===== src/hdl/audio_pulse_latency_meter_macros.svh =====
// assertion macros for the pulse latency meter
`ifndef AUDIO_PULSE_LATENCY_METER_MACROS_SVH
`define AUDIO_PULSE_LATENCY_METER_MACROS_SVH

// same-cycle implication, quiet during reset
`define APL_ASSERT_NOW(label, clk, rst_n, ante, cons) \
    label: assert property (@(posedge clk) disable iff (!rst_n) (ante) |-> (cons)) \
        else $error("apl: same-cycle check failed");

// next-cycle implication, quiet during reset
`define APL_ASSERT_NEXT(label, clk, rst_n, ante, cons) \
    label: assert property (@(posedge clk) disable iff (!rst_n) (ante) |=> (cons)) \
        else $error("apl: next-cycle check failed");

`endif


===== src/hdl/apl_pkg.sv =====
// package: widths, codes, lane structs and the pulse shape table
`timescale 1ns / 1ps
package apl_pkg;

    localparam int SAMPLE_W     = 16;
    localparam int TIME_W       = 17;
    localparam int LAT_W        = 18;
    localparam int DELAY_W      = 16;
    localparam int HIGH_W       = 15;
    localparam int CH_CNT_W     = 3;
    localparam int NUM_LANES    = 4;
    localparam int CFG_IDX_W    = 3;
    localparam int CFG_DATA_W   = 17;
    localparam int TABLE_SIZE   = 64;
    localparam int TBL_IDX_W    = $clog2(TABLE_SIZE);
    localparam int PULSE_LEN_DEF = 64;

    localparam logic [DELAY_W-1:0]         RST_START_DELAY = 16'd128;
    localparam logic [TIME_W-1:0]          RST_TIMEOUT     = 17'd48000;
    localparam logic signed [SAMPLE_W-1:0] RST_LOW_TH      = -16'sd328;
    localparam logic [HIGH_W-1:0]          RST_HIGH_TH     = 15'd328;
    localparam logic [CH_CNT_W-1:0]        RST_CHANNELS    = 3'd4;

    typedef enum logic [CFG_IDX_W-1:0] {
        CFG_START_DELAY   = 3'd0,
        CFG_TIMEOUT       = 3'd1,
        CFG_LOW_TH        = 3'd2,
        CFG_HIGH_TH       = 3'd3,
        CFG_CHANNELS      = 3'd4
    } t_cfg_idx;

    typedef enum logic [1:0] {
        PH_IDLE    = 2'd0,
        PH_DELAY   = 2'd1,
        PH_MEASURE = 2'd2
    } t_phase;

    typedef struct packed {
        logic seed;     // first measuring tick: lanes start from the thresholds
        logic process;  // accepted sample tick while measuring
        logic clear;    // arm drops every lane
    } t_lane_ctrl;

    typedef struct packed {
        logic              active;
        logic              both_seen;
        logic [TIME_W-1:0] min_time;
        logic [TIME_W-1:0] max_time;
    } t_lane_status;

    localparam logic signed [SAMPLE_W-1:0] PULSE_TABLE [TABLE_SIZE] = '{
        16'sd0, 16'sd8, 16'sd61, 16'sd205, 16'sd477, 16'sd912, 16'sd1534, 16'sd2359,
        16'sd3393, 16'sd4630, 16'sd6054, 16'sd7638, 16'sd9344, 16'sd11127, 16'sd12934,
        16'sd14707, 16'sd16384, 16'sd17903, 16'sd19204, 16'sd20230, 16'sd20929,
        16'sd21261, 16'sd21191, 16'sd20700, 16'sd19777, 16'sd18428, 16'sd16671,
        16'sd14535, 16'sd12063, 16'sd9307, 16'sd6331, 16'sd3204,
        16'sd0, -16'sd3204, -16'sd6331, -16'sd9307, -16'sd12063, -16'sd14535,
        -16'sd16671, -16'sd18428, -16'sd19777, -16'sd20700, -16'sd21191, -16'sd21261,
        -16'sd20929, -16'sd20230, -16'sd19204, -16'sd17903, -16'sd16384, -16'sd14707,
        -16'sd12934, -16'sd11127, -16'sd9344, -16'sd7638, -16'sd6054, -16'sd4630,
        -16'sd3393, -16'sd2359, -16'sd1534, -16'sd912, -16'sd477, -16'sd205,
        -16'sd61, -16'sd8
    };

    // positions past the table play silence
    function automatic logic signed [SAMPLE_W-1:0] pulse_sample(input logic [15:0] pos);
        logic signed [SAMPLE_W-1:0] v;
        v = '0;
        if (pos < 16'(TABLE_SIZE)) begin
            v = PULSE_TABLE[pos[TBL_IDX_W-1:0]];
        end
        return v;
    endfunction

endpackage


===== src/hdl/apl_lane.sv =====
// one receive channel: running extremes with timestamps and finish detection
`timescale 1ns / 1ps
module apl_lane
    import apl_pkg::*;
(
    input  logic                       i_clk,
    input  logic                       i_rst_n,
    input  t_lane_ctrl                 i_ctrl,
    input  logic                       i_enabled,
    input  logic signed [SAMPLE_W-1:0] i_sample,
    input  logic signed [SAMPLE_W-1:0] i_low_th,
    input  logic [HIGH_W-1:0]          i_high_th,
    input  logic [TIME_W-1:0]          i_elapsed,
    output t_lane_status               o_status
);

    logic                       r_active, n_active;
    logic                       r_min_seen, n_min_seen;
    logic                       r_max_seen, n_max_seen;
    logic signed [SAMPLE_W-1:0] r_min, n_min;
    logic signed [SAMPLE_W-1:0] r_max, n_max;
    logic [TIME_W-1:0]          r_min_time, n_min_time;
    logic [TIME_W-1:0]          r_max_time, n_max_time;
    logic                       w_act_proc;

    always_comb begin
        n_active   = r_active;
        n_min_seen = r_min_seen;
        n_max_seen = r_max_seen;
        n_min      = r_min;
        n_max      = r_max;
        n_min_time = r_min_time;
        n_max_time = r_max_time;
        if (i_ctrl.seed) begin
            n_active   = i_enabled;
            n_min_seen = 1'b0;
            n_max_seen = 1'b0;
            n_min      = i_low_th;
            n_max      = signed'({1'b0, i_high_th});
            n_min_time = '0;
            n_max_time = '0;
        end
        if (i_ctrl.process && n_active) begin
            // new minimum wins over new maximum, finish only when neither
            if (i_sample < n_min) begin
                n_min      = i_sample;
                n_min_time = i_elapsed;
                n_min_seen = 1'b1;
            end else if (i_sample > n_max) begin
                n_max      = i_sample;
                n_max_time = i_elapsed;
                n_max_seen = 1'b1;
            end else if (n_min_seen && n_max_seen) begin
                n_active = 1'b0;
            end
        end
        w_act_proc = n_active;
        if (i_ctrl.clear) begin
            n_active = 1'b0;
        end
    end

    // a found lane took no update this tick, so the stored times are the ones
    assign o_status = '{active:    w_act_proc,
                        both_seen: n_min_seen && n_max_seen,
                        min_time:  r_min_time,
                        max_time:  r_max_time};

    always_ff @(posedge i_clk) begin
        if (!i_rst_n) begin
            r_active   <= 1'b0;
            r_min_seen <= 1'b0;
            r_max_seen <= 1'b0;
        end else begin
            r_active   <= n_active;
            r_min_seen <= n_min_seen;
            r_max_seen <= n_max_seen;
        end
    end

    always_ff @(posedge i_clk) begin
        r_min      <= n_min;
        r_max      <= n_max;
        r_min_time <= n_min_time;
        r_max_time <= n_max_time;
    end

endmodule


===== src/hdl/apl_merge.sv =====
// merges lane results: completion, found mask and latency per channel
`timescale 1ns / 1ps
module apl_merge
    import apl_pkg::*;
#(
    parameter int PULSE_LEN = PULSE_LEN_DEF,
    parameter int CHANNELS  = NUM_LANES
) (
    input  t_lane_status            i_status [NUM_LANES],
    input  logic [CH_CNT_W-1:0]     i_channels,
    input  logic                    i_done,
    output logic                    o_complete,
    output logic [NUM_LANES-1:0]    o_mask,
    output logic [LAT_W-1:0]        o_latency [NUM_LANES]
);

    localparam logic [LAT_W-1:0] CENTRE = LAT_W'(PULSE_LEN / 2);

    logic [NUM_LANES-1:0] w_active;

    for (genvar c = 0; c < NUM_LANES; c++) begin : g_ch
        logic [TIME_W:0]   w_sum;
        logic [TIME_W-1:0] w_avg;

        assign w_sum = {1'b0, i_status[c].min_time} + {1'b0, i_status[c].max_time};
        assign w_avg = w_sum[TIME_W:1];

        if (c < CHANNELS) begin : g_on
            assign w_active[c] = i_status[c].active;
            assign o_mask[c]   = i_done && (CH_CNT_W'(c) < i_channels)
                                 && !i_status[c].active && i_status[c].both_seen;
        end else begin : g_off
            assign w_active[c] = 1'b0;
            assign o_mask[c]   = 1'b0;
        end

        assign o_latency[c] = o_mask[c] ? (LAT_W'(w_avg) - CENTRE) : '0;
    end

    assign o_complete = ~|w_active;

endmodule


===== src/hdl/apl_seq.sv =====
// measurement sequencer: phase, start delay, pulse playback and elapsed ticks
`timescale 1ns / 1ps
module apl_seq
    import apl_pkg::*;
#(
    parameter int PULSE_LEN = PULSE_LEN_DEF
) (
    input  logic                       i_clk,
    input  logic                       i_rst_n,
    input  logic                       i_fire,
    input  logic                       i_mode,
    input  logic [DELAY_W-1:0]         i_start_delay,
    input  logic [TIME_W-1:0]          i_timeout,
    input  logic                       i_complete,
    output t_lane_ctrl                 o_ctrl,
    output logic [TIME_W-1:0]          o_elapsed,
    output logic signed [SAMPLE_W-1:0] o_tx,
    output logic                       o_done
);

    localparam int POS_W = $clog2(PULSE_LEN + 1);
    localparam logic [POS_W-1:0] POS_END = POS_W'(PULSE_LEN);

    t_phase             r_phase, n_phase, w_run_phase;
    logic [DELAY_W-1:0] r_delay, n_delay;
    logic [POS_W-1:0]   r_pos, n_pos, w_run_pos;
    logic [TIME_W-1:0]  r_elapsed, n_elapsed;
    logic [POS_W-1:0]   w_pos;
    logic               w_seed, w_meas;

    always_ff @(posedge i_clk) begin
        if (!i_rst_n) begin
            r_phase   <= PH_IDLE;
            r_delay   <= '0;
            r_pos     <= '0;
            r_elapsed <= '0;
        end else begin
            r_phase   <= n_phase;
            r_delay   <= n_delay;
            r_pos     <= n_pos;
            r_elapsed <= n_elapsed;
        end
    end

    always_comb begin
        w_run_phase = r_phase;
        n_delay     = r_delay;
        w_run_pos   = r_pos;
        n_elapsed   = r_elapsed;
        w_seed      = 1'b0;
        w_meas      = 1'b0;
        o_tx        = '0;
        o_ctrl      = '0;
        if (i_fire) begin
            if (i_mode) begin
                w_run_phase  = PH_DELAY;
                n_delay      = i_start_delay;
                w_run_pos    = POS_END;
                o_ctrl.clear = 1'b1;
            end else begin
                case (r_phase)
                    PH_DELAY: begin
                        if (r_delay == '0) begin
                            w_seed = 1'b1;
                            w_meas = 1'b1;
                        end else begin
                            n_delay = r_delay - 1'b1;
                        end
                    end
                    PH_MEASURE: begin
                        w_meas = 1'b1;
                    end
                    default: begin
                    end
                endcase
            end
        end
        w_pos     = w_seed ? '0 : r_pos;
        o_elapsed = w_seed ? '0 : r_elapsed;
        if (w_meas) begin
            w_run_phase = PH_MEASURE;
            if (w_pos < POS_END) begin
                o_tx      = pulse_sample(16'(w_pos));
                w_run_pos = w_pos + 1'b1;
            end else begin
                w_run_pos = w_pos;
            end
            n_elapsed      = o_elapsed + 1'b1;
            o_ctrl.seed    = w_seed;
            o_ctrl.process = 1'b1;
        end
    end

    // lanes are reseeded on the next pulse start, so the end needs no lane clear
    assign o_done = w_meas && (i_complete || (o_elapsed >= i_timeout));

    always_comb begin
        n_phase = w_run_phase;
        n_pos   = w_run_pos;
        if (o_done) begin
            n_phase = PH_IDLE;
            n_pos   = POS_END;
        end
    end

endmodule


===== src/hdl/audio_pulse_latency_meter.sv =====
// top level: config registers, sequencer, receive lanes, merge and output register
// one beat in and one result beat out per cycle unless stalled; every item
// finishes in the cycle it is accepted; the output register shows it the next cycle
// sustained rate one item per clock while not stalled, set by the lane update
// synchronous active-low reset: idle phase, lanes inactive, registers at defaults
// no clearing pass: items are taken from the first cycle after reset
`timescale 1ns / 1ps
`include "audio_pulse_latency_meter_macros.svh"
module audio_pulse_latency_meter
    import apl_pkg::*;
#(
    parameter int PULSE_LEN = PULSE_LEN_DEF,
    parameter int CHANNELS  = NUM_LANES
) (
    input  logic                         i_clk,
    input  logic                         i_rst_n,
    input  logic                         i_valid,
    output logic                         o_stall,
    input  logic                         i_mode,
    input  logic signed [SAMPLE_W-1:0]   i_rx_sample_0,
    input  logic signed [SAMPLE_W-1:0]   i_rx_sample_1,
    input  logic signed [SAMPLE_W-1:0]   i_rx_sample_2,
    input  logic signed [SAMPLE_W-1:0]   i_rx_sample_3,
    output logic                         o_valid,
    input  logic                         i_stall,
    output logic signed [SAMPLE_W-1:0]   o_tx_sample,
    output logic                         o_done_res,
    output logic [NUM_LANES-1:0]         o_found_mask,
    output logic signed [LAT_W-1:0]      o_latency_0,
    output logic signed [LAT_W-1:0]      o_latency_1,
    output logic signed [LAT_W-1:0]      o_latency_2,
    output logic signed [LAT_W-1:0]      o_latency_3,
    input  logic                         i_cfg_valid,
    output logic                         o_cfg_ready,
    input  logic [CFG_IDX_W-1:0]         i_cfg_index,
    input  logic [CFG_DATA_W-1:0]        i_cfg_data
);

    logic [DELAY_W-1:0]         r_start_delay;
    logic [TIME_W-1:0]          r_timeout;
    logic signed [SAMPLE_W-1:0] r_low_th;
    logic [HIGH_W-1:0]          r_high_th;
    logic [CH_CNT_W-1:0]        r_channels;

    logic                       r_out_valid;
    logic signed [SAMPLE_W-1:0] r_tx;
    logic                       r_done;
    logic [NUM_LANES-1:0]       r_mask;
    logic [LAT_W-1:0]           r_lat [NUM_LANES];

    logic                       w_fire;
    t_lane_ctrl                 w_ctrl;
    logic [TIME_W-1:0]          w_elapsed;
    logic signed [SAMPLE_W-1:0] w_tx;
    logic                       w_done;
    logic                       w_complete;
    logic [NUM_LANES-1:0]       w_mask;
    logic [LAT_W-1:0]           w_lat [NUM_LANES];
    logic signed [SAMPLE_W-1:0] w_rx [NUM_LANES];
    t_lane_status               w_status [NUM_LANES];

    assign o_cfg_ready = 1'b1;

    always_ff @(posedge i_clk) begin
        if (!i_rst_n) begin
            r_start_delay <= RST_START_DELAY;
            r_timeout     <= RST_TIMEOUT;
            r_low_th      <= RST_LOW_TH;
            r_high_th     <= RST_HIGH_TH;
            r_channels    <= RST_CHANNELS;
        end else if (i_cfg_valid && o_cfg_ready) begin
            case (i_cfg_index)
                CFG_START_DELAY: r_start_delay <= i_cfg_data[DELAY_W-1:0];
                CFG_TIMEOUT:     r_timeout     <= i_cfg_data[TIME_W-1:0];
                CFG_LOW_TH:      r_low_th      <= signed'(i_cfg_data[SAMPLE_W-1:0]);
                CFG_HIGH_TH:     r_high_th     <= i_cfg_data[HIGH_W-1:0];
                CFG_CHANNELS:    r_channels    <= i_cfg_data[CH_CNT_W-1:0];
                default: begin
                end
            endcase
        end
    end

    // output register frees itself when its beat is taken
    assign o_stall = r_out_valid && i_stall;
    assign w_fire  = i_valid && !o_stall;

    assign w_rx[0] = i_rx_sample_0;
    assign w_rx[1] = i_rx_sample_1;
    assign w_rx[2] = i_rx_sample_2;
    assign w_rx[3] = i_rx_sample_3;

    apl_seq #(
        .PULSE_LEN (PULSE_LEN)
    ) u_seq (
        .i_clk         (i_clk),
        .i_rst_n       (i_rst_n),
        .i_fire        (w_fire),
        .i_mode        (i_mode),
        .i_start_delay (r_start_delay),
        .i_timeout     (r_timeout),
        .i_complete    (w_complete),
        .o_ctrl        (w_ctrl),
        .o_elapsed     (w_elapsed),
        .o_tx          (w_tx),
        .o_done        (w_done)
    );

    for (genvar c = 0; c < NUM_LANES; c++) begin : g_lane
        if (c < CHANNELS) begin : g_on
            apl_lane u_lane (
                .i_clk     (i_clk),
                .i_rst_n   (i_rst_n),
                .i_ctrl    (w_ctrl),
                .i_enabled (CH_CNT_W'(c) < r_channels),
                .i_sample  (w_rx[c]),
                .i_low_th  (r_low_th),
                .i_high_th (r_high_th),
                .i_elapsed (w_elapsed),
                .o_status  (w_status[c])
            );
        end else begin : g_off
            assign w_status[c] = '0;
        end
    end

    apl_merge #(
        .PULSE_LEN (PULSE_LEN),
        .CHANNELS  (CHANNELS)
    ) u_merge (
        .i_status   (w_status),
        .i_channels (r_channels),
        .i_done     (w_done),
        .o_complete (w_complete),
        .o_mask     (w_mask),
        .o_latency  (w_lat)
    );

    always_ff @(posedge i_clk) begin
        if (!i_rst_n) begin
            r_out_valid <= 1'b0;
        end else if (w_fire) begin
            r_out_valid <= 1'b1;
        end else if (!i_stall) begin
            r_out_valid <= 1'b0;
        end
    end

    always_ff @(posedge i_clk) begin
        if (w_fire) begin
            r_tx   <= w_tx;
            r_done <= w_done;
            r_mask <= w_mask;
            r_lat  <= w_lat;
        end
    end

    assign o_valid      = r_out_valid;
    assign o_tx_sample  = r_tx;
    assign o_done_res   = r_done;
    assign o_found_mask = r_mask;
    assign o_latency_0  = signed'(r_lat[0]);
    assign o_latency_1  = signed'(r_lat[1]);
    assign o_latency_2  = signed'(r_lat[2]);
    assign o_latency_3  = signed'(r_lat[3]);

    `APL_ASSERT_NOW(a_mask_only_on_done, i_clk, i_rst_n, r_out_valid && !r_done, r_mask == '0)
    `APL_ASSERT_NEXT(a_arm_beat_silent, i_clk, i_rst_n, w_fire && i_mode, r_tx == '0 && !r_done)
    `APL_ASSERT_NOW(a_seed_on_tick, i_clk, i_rst_n, w_ctrl.seed, w_fire && !i_mode)

endmodule


===== config.mk =====
export PLATFORM = sky130hd
export DESIGN_NAME = audio_pulse_latency_meter
export DESIGN_NICKNAME = d
export VERILOG_FILES = /design/src/hdl/apl_pkg.sv /design/src/hdl/apl_lane.sv /design/src/hdl/apl_merge.sv /design/src/hdl/apl_seq.sv /design/src/hdl/audio_pulse_latency_meter.sv
export VERILOG_INCLUDE_DIRS = /design/src /design/src/hdl
export SDC_FILE = /design/constraint.sdc
export NUM_CORES = 1
export LEC_CHECK = 0
export BUFFER_PORTS_ARGS = -buffer_cell sky130_fd_sc_hd__clkbuf_2
export CORE_UTILIZATION = 48
export DETAILED_ROUTE_END_ITERATION = 10
export PLACE_DENSITY = 0.66
export SKIP_LAST_GASP = 1
export SYNTH_ARGS = -nofsm -noshare
export SYNTH_HDL_FRONTEND = slang
export SYNTH_SLANG_ARGS = --single-unit

===== constraint.sdc =====
create_clock -name i_clk -period 18.2 [get_ports i_clk]
set_clock_uncertainty 0.05 [all_clocks]
set_input_delay 5.46 -clock i_clk [delete_from_list [all_inputs] [get_ports i_clk]]
set_output_delay 5.46 -clock i_clk [all_outputs]
set_load 0.02 [all_outputs]

Yosys cells after proc, flatten, opt, wreduce, memory -nomap -nowiden --
Memories as Yosys holds them, arrays and structs flattened. A register that Yosys moved wholly into a read port is not among the register bits. Cells that the tools add are included. W data, S select, Z words.
Operators by class: add/subtract/negate cells 11, order comparisons 15, equal/unequal tests 8, muxes and demuxes 129, bitwise operators 2, reductions and logical operators 56
Operators by type and width (number):
- $mux W16 | 31
- $mux W17 | 29
- $add A17 B17 Y18 | 4
- $sub A17 B6 Y18 const B | 4
- $gt A16 B16 Y1 | 4
- $lt A16 B16 Y1 | 4
- $mux W1 | 58
- $mux W7 | 6
- $logic_and A1 B1 Y1 | 27
- $add A17 B1 Y17 const B | 1
- $ge A17 B17 Y1 | 1
- $logic_not A16 Y1 | 1
- $reduce_and A2 Y1 | 8
- $sub A16 B1 Y16 const B | 1
- $lt A7 B7 Y1 const B | 2
- $mux W2 | 4
- $add A7 B1 Y7 const B | 1
- $logic_not A1 Y1 | 7
- $not A6 Y7 | 1
- $eq A3 B2 Y1 const B | 2
- $lt A1 B3 Y1 const A | 2
- $lt A2 B3 Y1 const A | 2
- $reduce_and A3 Y1 | 2
- $reduce_bool A2 Y1 | 3
- other kinds (14) | 16
Storage, ports and cells: register bits 463, bits in read-only memories 1024, output and inout bits 96, memories 1
Memory list:
- (name not given) | depth 64, width 16, read ports 1, clocked after Yosys merged registers in 1, wr ports 0, line apl_pkg.sv:70 | v = PULSE_TABLE[pos[TBL_IDX_W-1:0]];

Longest topological paths before layout --
Gate-level depths: netlist (run 1).
word-level depth 19, mapped depth 21, mapped depth without buffers 17

Modules after synthesis --
A second synthesis (run 1) with hierarchy kept.
Unflattened totals: cells, all modules 3125, area, all modules 29381.9 µm²
By module, submodules not included:
- apl_lane (g_lane[0].g_on.u_lane ...) | instances 3, cells an instance 351, area an instance 3538.4 µm²
- audio_pulse_latency_meter | instances 1, cells an instance 360, area an instance 5521.5 µm²
- apl_seq | instances 1, cells an instance 688, area an instance 4814.6 µm²
- apl_merge | instances 1, cells an instance 694, area an instance 4794.6 µm²
- apl_lane (g_lane[1].g_on.u_lane) | instances 1, cells an instance 330, area an instance 3636.0 µm²

Worst setup path before layout (run 1) --
No wires, ideal clock.
kind in2reg, start point input i_valid, end point register r_lat, in the netlist o_latency_2[2], data pin, arrival time 11483 ps, setup slack 6476 ps, stages 19, buffers on the path 4, path through a21bo_2 inv_1 nand2_1 or4_1 clkbuf_1 buf_1 buf_1 nand2_1 ha_1 or4b_2 o21ai_0 a21oi_1 o31ai_1 and4_1 a221oi_1 nor4_4 o21ai_1 buf_4 a2111oi_2
Between the ends: word-level cells in the longest chain between the ends 16
Ends and longest elaborated chain:
- start: declaration | line audio_pulse_latency_meter.sv:17 | input logic i_valid,
- $logic_and A1 B1 Y1 * | line audio_pulse_latency_meter.sv:86 | assign w_fire = i_valid && !o_stall;
- net u_seq.i_fire | line apl_seq.sv:10 | input logic i_fire,
- parallel branches: the longest is 14 deep, another holds $gt A16 B16 Y1
- $logic_and A1 B1 Y1 * | line apl_merge.sv:31 | && !i_status[c].active && i_status[c].both_seen;
- end signal: assignment | line audio_pulse_latency_meter.sv:154 | r_lat <= w_lat;
- end: declaration | line audio_pulse_latency_meter.sv:49 | logic [LAT_W-1:0] r_lat [NUM_LANES];
Mark *: on every way through the listed nets, which the timed path passes. A chain may end at the register's enable or synchronous reset.

Worst setup path after layout (run 1) --
start point input i_mode, end point register r_lat, in the netlist o_latency_1[3], data pin
Between the ends: word-level cells in the longest chain between the ends 16
Ends and longest elaborated chain:
- start: declaration | line audio_pulse_latency_meter.sv:19 | input logic i_mode,
- parallel branches: the longest is 15 deep, another holds $gt A16 B16 Y1
- $logic_and A1 B1 Y1 * | line apl_merge.sv:31
Every way passes the cells marked *.

==> qor.yml, run 1 <==
rsz0062_at_grt: "no"
first_pass_iters: 6
viasPerCell: 5.98
min_period_over_period: 0.654
clockBufferDepth: 3
portBuffers: 184
yosys_warnings: 0
synth.avg_cell_area_um2: 8.25
p_total_mw: 2.53
synth_top_area_frac: 0.279
outcome: "complete, no violations"
drt_iter0_markers: 1992
routabilityCongestion: 0.938
crit_path_max_fanout: 88
path_clk_slew_ns: 0.06
setup_slack_ns: 6.29
syn_area_um2: 27700
holdCritPathClass: "reg -> reg"
drive_gt1_frac: 0.107
finalHoldViolations: 0
cts_hold_buf: 0
critPathLaunchType: "input pin"
yosys.area.top_type: "dfxtp_1"
fmax_mhz: 84.0
dpl.hpwl_um: 60400
p_per_area_nw_per_um2: 82.1
maxCapViolCount: 0
synth_fp_nets: 3679
synth.area.top_cells: "dfxtp_1 28%, ha_1 10%, edfxtp_1 10%"
holdWs_ns: 0.400
antenna_left: 0
cp.required_ns: 18.55
core_um2: 56700
cts.sinks: 479
final_common_cell: "nand2_1"
grt_pass1_vias: 23600
clk_latency_ns: 0.62
ios: 186
num-fill-cells: 5324
finalSetupTns_ns: 0
worst_ep_arrival_time_ns: 12.26
die_y_um: 242
synthDistinctLibCells: 91
grtUsageTotal: 0.280
fin_nets: 3758
mostFrequentLayoutCells: "417 x nand2_1, 386 x dfxtp_1, 383 x a21oi_1"
tightestPinTransition_ns: 1.16
fin_util: 0.544
grt_max_degree: 89
drc: 0
area_growth_pct: 11.4
cts_resized: 0
criticalPathCategory: "in -> reg"
synthCells: 3359
overflow: 0
vias: 25300
synth-seq-cells: 479
grt_pass1_wl_um: 131000
die_x_um: 242
worst_r2r_startpoint: "u_seq.r_delay[4]$_SDFFE_PN0P_"
diodes: 0
setup_viol: 0
leakagePower_nw: 12.5
ys.flop_type: "dfxtp_1"
antenna_found_initial: 0
start_util: 0.488
cts_tree: "yes"
dieArea_um2: 58700
worstSetupStartpoint: "i_mode"
min_period_ns: 11.91
drv_slew: 0
wl_per_cell_um: 19.9
ys_seq_area_frac: 0.380
postCtsSetupBuffers: 0
async_reset_ff_frac: 0
num_rows: 87
cts_root_buf: "clkbuf_16"
htreeDepth: 2
wirelength_um: 84500
synth_edf_count: 93
hold_path_startpoint: "r_high_th[14]$_SDFFE_PN0P_"
numCtsBuffers: 54
slew_headroom: 0.224
ir_worst_vdd_uv: 82.4
place_ws_ns: 5.92
critPathCaptureType: "flip-flop"
metal layers:
| metal | global-route usage | part of all wire | vias to the layer above |
|---|---|---|---|
| met3 | 0.0331 | 0.064 | 174 |
| met4 | 0.106 | 0.036 | 0 |
| met1 | 0.377 | 0.44 | 12000 |
| met5 | 0 | 0 | - |
| met2 | 0.458 | 0.46 | 927 |
| li1 | - | - | 12300 |
metrics by stage:
| stage | instance area, um^2 | cells |
|---|---|---|
| 4_1_cts | 30900 | 4239 |
| 2_1_floorplan | 27700 | 3359 |
| 6_report | 30900 | 4239 |
| 5_1_grt | 30900 | 4239 |
| 3_5_place_dp | 29100 | 4138 |
| 3_3_place_gp | 29100 | 4138 |
Yosys cell counts, types with 7 or more instances:
| library cell | count |
|---|---|
| o211ai_1 | 35 |
| a221oi_1 | 10 |
| nand3b_1 | 7 |
| buf_1 | 22 |
| and3_1 | 20 |
| nor3_2 | 23 |
| a21boi_0 | 9 |
| o21bai_1 | 8 |
| a21oi_1 | 383 |
| mux2i_1 | 65 |
| inv_1 | 163 |
| or4_1 | 8 |
| or3_1 | 18 |
| or2_2 | 11 |
| nand2b_1 | 18 |
| o21ai_0 | 252 |
| xor2_1 | 30 |
| o2111ai_1 | 9 |
| and2_1 | 48 |
| o311ai_0 | 8 |
| edfxtp_1 | 93 |
| a211oi_1 | 37 |
| nand3_1 | 176 |
| nand2_1 | 419 |
| a211o_1 | 9 |
| xnor2_1 | 38 |
| a21o_1 | 32 |
| o31ai_1 | 19 |
| nand4_1 | 45 |
| nor4_1 | 28 |
| dfxtp_1 | 386 |
| nor3_1 | 68 |
| o21a_1 | 29 |
| nor3b_1 | 12 |
| clkbuf_1 | 152 |
| a31oi_1 | 30 |
| nor2b_1 | 21 |
| nor2_1 | 237 |
| ha_1 | 226 |
where the power goes:
group          leakage [nW]  switching [mW]  internal, mW
sequential             4.06          0.0173          1.13
combinational          7.60           0.179         0.105
clock                 0.885           0.461         0.640
total                  12.5           0.658          1.88
flip-flops by register name (all words and copies together) (netlist names), 15 cells and up:
register	count
g_lane.g_on.u_lane.r_max_time	68
g_lane.g_on.u_lane.r_min_time	68
g_lane.g_on.u_lane.r_max	64
g_lane.g_on.u_lane.r_min	64
o_latency_0	18
o_latency_1	18
o_latency_2	18
o_latency_3	18
r_timeout	17
u_seq.r_elapsed	17
o_tx_sample	16
r_low_th	16
r_start_delay	16
u_seq.r_delay	16
r_high_th	15
critical path, stage by stage:
cell       delay [ns]
clkbuf_2         0.63
nor3_1           0.26
nand3_4          0.50
buf_4            0.83
a21oi_1          0.22
ha_1             0.35
nand2_1          0.07
o21bai_1         0.15
a211oi_1         0.26
nor3b_1          0.09
o32ai_1          0.88
nand2_2          0.91
a21oi_1          0.33
or3b_1           0.73
a2111oi_2        0.46
logic make-up (layout without fill, tap and decap cells):
kind of cell | after synthesis | after routing | synth area share
flops | 479 | 479 | 0.380
other cells | 1 | 1 | 0.000135
simple gates | 1194 | 1194 | 0.208
xor+xnor | 68 | 68 | 0.0215
mux | 66 | 66 | 0.0239
compound gates | 969 | 969 | 0.212
fa+ha+maj | 230 | 230 | 0.105
buf+inv | 352 | 476 | 0.0496
final timing paths:
kind                            slack, ns  depth (start not counted)                            to
worst max-delay path                 6.29                         15  o_latency_1[3]$_SDFFCE_PN0P_
worst min register to register       0.40                          2    r_high_th[14]$_SDFFE_PN0P_
worst max register to register      10.77                         15  o_latency_1[3]$_SDFFCE_PN0P_
worst min-delay path                 0.40                          2    r_high_th[14]$_SDFFE_PN0P_
area by class of cell:
| cell class | count | area (um^2) | area share |
|---|---|---|---|
| clock buffer | 76 | 1560 | 0.0504 |
| clock inverter | 25 | 229 | 0.00742 |
| inverter | 164 | 618 | 0.0200 |
| multi-input combinational | 2528 | 15900 | 0.514 |
| sequential | 479 | 10500 | 0.341 |
| tap | 756 | 946 | 0.0306 |
| timing repair buffer | 211 | 1120 | 0.0364 |
(Power assumes the default switching activity.)
==> inputs of run 2 (changes only) <==
clock period = 11.8 ns   (was 18.2 ns; I/O delays follow)
==> qor.yml, run 2 (synthesis gave the netlist of run 1 again) <==
outcome: "complete, no violations"
postCtsSetupBuffers: 0  # unchanged
holdCritPathClass: "reg -> reg"
p_per_area_nw_per_um2: 128  # +56%
numCtsBuffers: 54  # unchanged
worst_ep_arrival_time_ns: 9.69  # -2.57 ns
finalHoldViolations: 0  # unchanged
htreeDepth: 2  # unchanged
tightestPinTransition_ns: 1.18  # +0.0140 ns
setup_viol: 0  # unchanged
critPathCaptureType: "flip-flop"
fmax_mhz: 107
dpl.hpwl_um: 61100  # +1.2%
maxCapViolCount: 0  # unchanged
drive_gt1_frac: 0.108  # +0.00140
slew_headroom: 0.215  # -0.00935
grt_pass1_wl_um: 133000  # +1.4%
overflow: 0  # unchanged
ios: 186  # unchanged
wirelength_um: 85400  # +1.1%
cts_resized: 0  # unchanged
drc: 0  # unchanged
start_util: 0.488  # unchanged
cts_tree: "yes"
critPathLaunchType: "input pin"
core_um2: 56700  # unchanged
rsz0062_at_grt: "no"
leakagePower_nw: 12.6  # +0.38%
mostFrequentLayoutCells: "417 x nand2_1, 386 x dfxtp_1, 383 x a21oi_1"
criticalPathCategory: "in -> reg"
dieArea_um2: 58700  # unchanged
grt_pass1_vias: 24000  # +1.3%
fin_nets: 3761  # +0.080%
ir_worst_vdd_uv: 130  # +57%
area_growth_pct: 11.8
grt_max_degree: 85  # -4.5%
place_ws_ns: 1.87  # -4.05 ns
final_common_cell: "nand2_1"
viasPerCell: 6.00  # +0.34%
crit_path_max_fanout: 78  # -11%
finalSetupTns_ns: 0  # unchanged
min_period_ns: 9.33
portBuffers: 184  # unchanged
fin_util: 0.546  # +0.00172
setup_slack_ns: 2.47  # -3.83 ns
p_total_mw: 3.96  # +56%
cts_root_buf: "clkbuf_16"
clk_latency_ns: 0.61  # about the same
routabilityCongestion: 0.928  # -1.1%
clockBufferDepth: 3  # unchanged
antenna_found_initial: 3  # +3
vias: 25400  # +0.38%
drt_iter0_markers: 2191  # +10%
drv_slew: 0  # unchanged
num_rows: 87  # unchanged
die_y_um: 242  # unchanged
cts_hold_buf: 0  # unchanged
holdWs_ns: 0.407  # +0.00671 ns
antenna_left: 0  # unchanged
grtUsageTotal: 0.283  # +0.00350
cts.sinks: 479  # unchanged
cp.required_ns: 12.16  # -6.39 ns
path_clk_slew_ns: 0.06  # about the same
reg_top3: "g_lane.g_on.u_lane.r_max_time (68), g_lane.g_on.u_lane.r_min_time (68)"
die_x_um: 242  # unchanged
first_pass_iters: 6  # unchanged
min_period_over_period: 0.791
wl_per_cell_um: 20.1  # +1.0%
==> run 2: worst paths after layout <==
check	endpoint	start	slack (ns)	depth (start not counted)
worst min-delay path	r_high_th[11]$_SDFFE_PN0P_	r_high_th[11]$_SDFFE_PN0P_	0.41	2
worst max register to register	o_latency_2[2]$_SDFFCE_PN0P_	u_seq.r_delay[4]$_SDFFE_PN0P_	4.94	16
worst max-delay path	o_latency_2[2]$_SDFFCE_PN0P_	i_mode	2.47	16
worst min register to register	r_high_th[11]$_SDFFE_PN0P_	r_high_th[11]$_SDFFE_PN0P_	0.41	2
==> run 2: per-stage QoR <==
stage,area [um^2],cells
after CTS,31000,4240
after floorplan,27700,3359
final,31000,4241
after global routing,31000,4240
after detailed placement,29100,4141
after global placement,29100,4141
==> run 2: report_power, final <==
group	internal [mW]	switching, mW	total [mW]
registers	1.74	0.0263	1.77
clock network	1.04	0.710	1.75
logic	0.163	0.275	0.438
==> run 2: final cells by class <==
cell class	count	area, um^2
antenna	1	2.50
clock buffer	80	1670
clock inverter	19	193
fill	5220	25700
inverter	164	618
multi-input combinational	2528	15900
sequential	479	10500
tap	756	946
timing repair buffer	214	1150
==> run 2: worst max-delay path, cell delays in order <==
cell and delay (ns):
clkbuf_2 0.47, nor3_1 0.62, nand3_4 0.75, buf_4 0.57, a21oi_1 0.25, ha_1 0.28
nor4_1 0.28, a21oi_1 0.09, a211oi_1 0.32, o2111ai_1 0.16, o211a_1 0.32, or3_2 0.97
a21oi_1 0.30, nand3_1 0.13, buf_4 0.24, a2111oi_2 0.28
==> run 2: metal layers <==
metal	global-route usage	wire, um
met5	0	23
met4	0.113	3370
met3	0.0358	5660
met2	0.463	39100
met1	0.378	37200
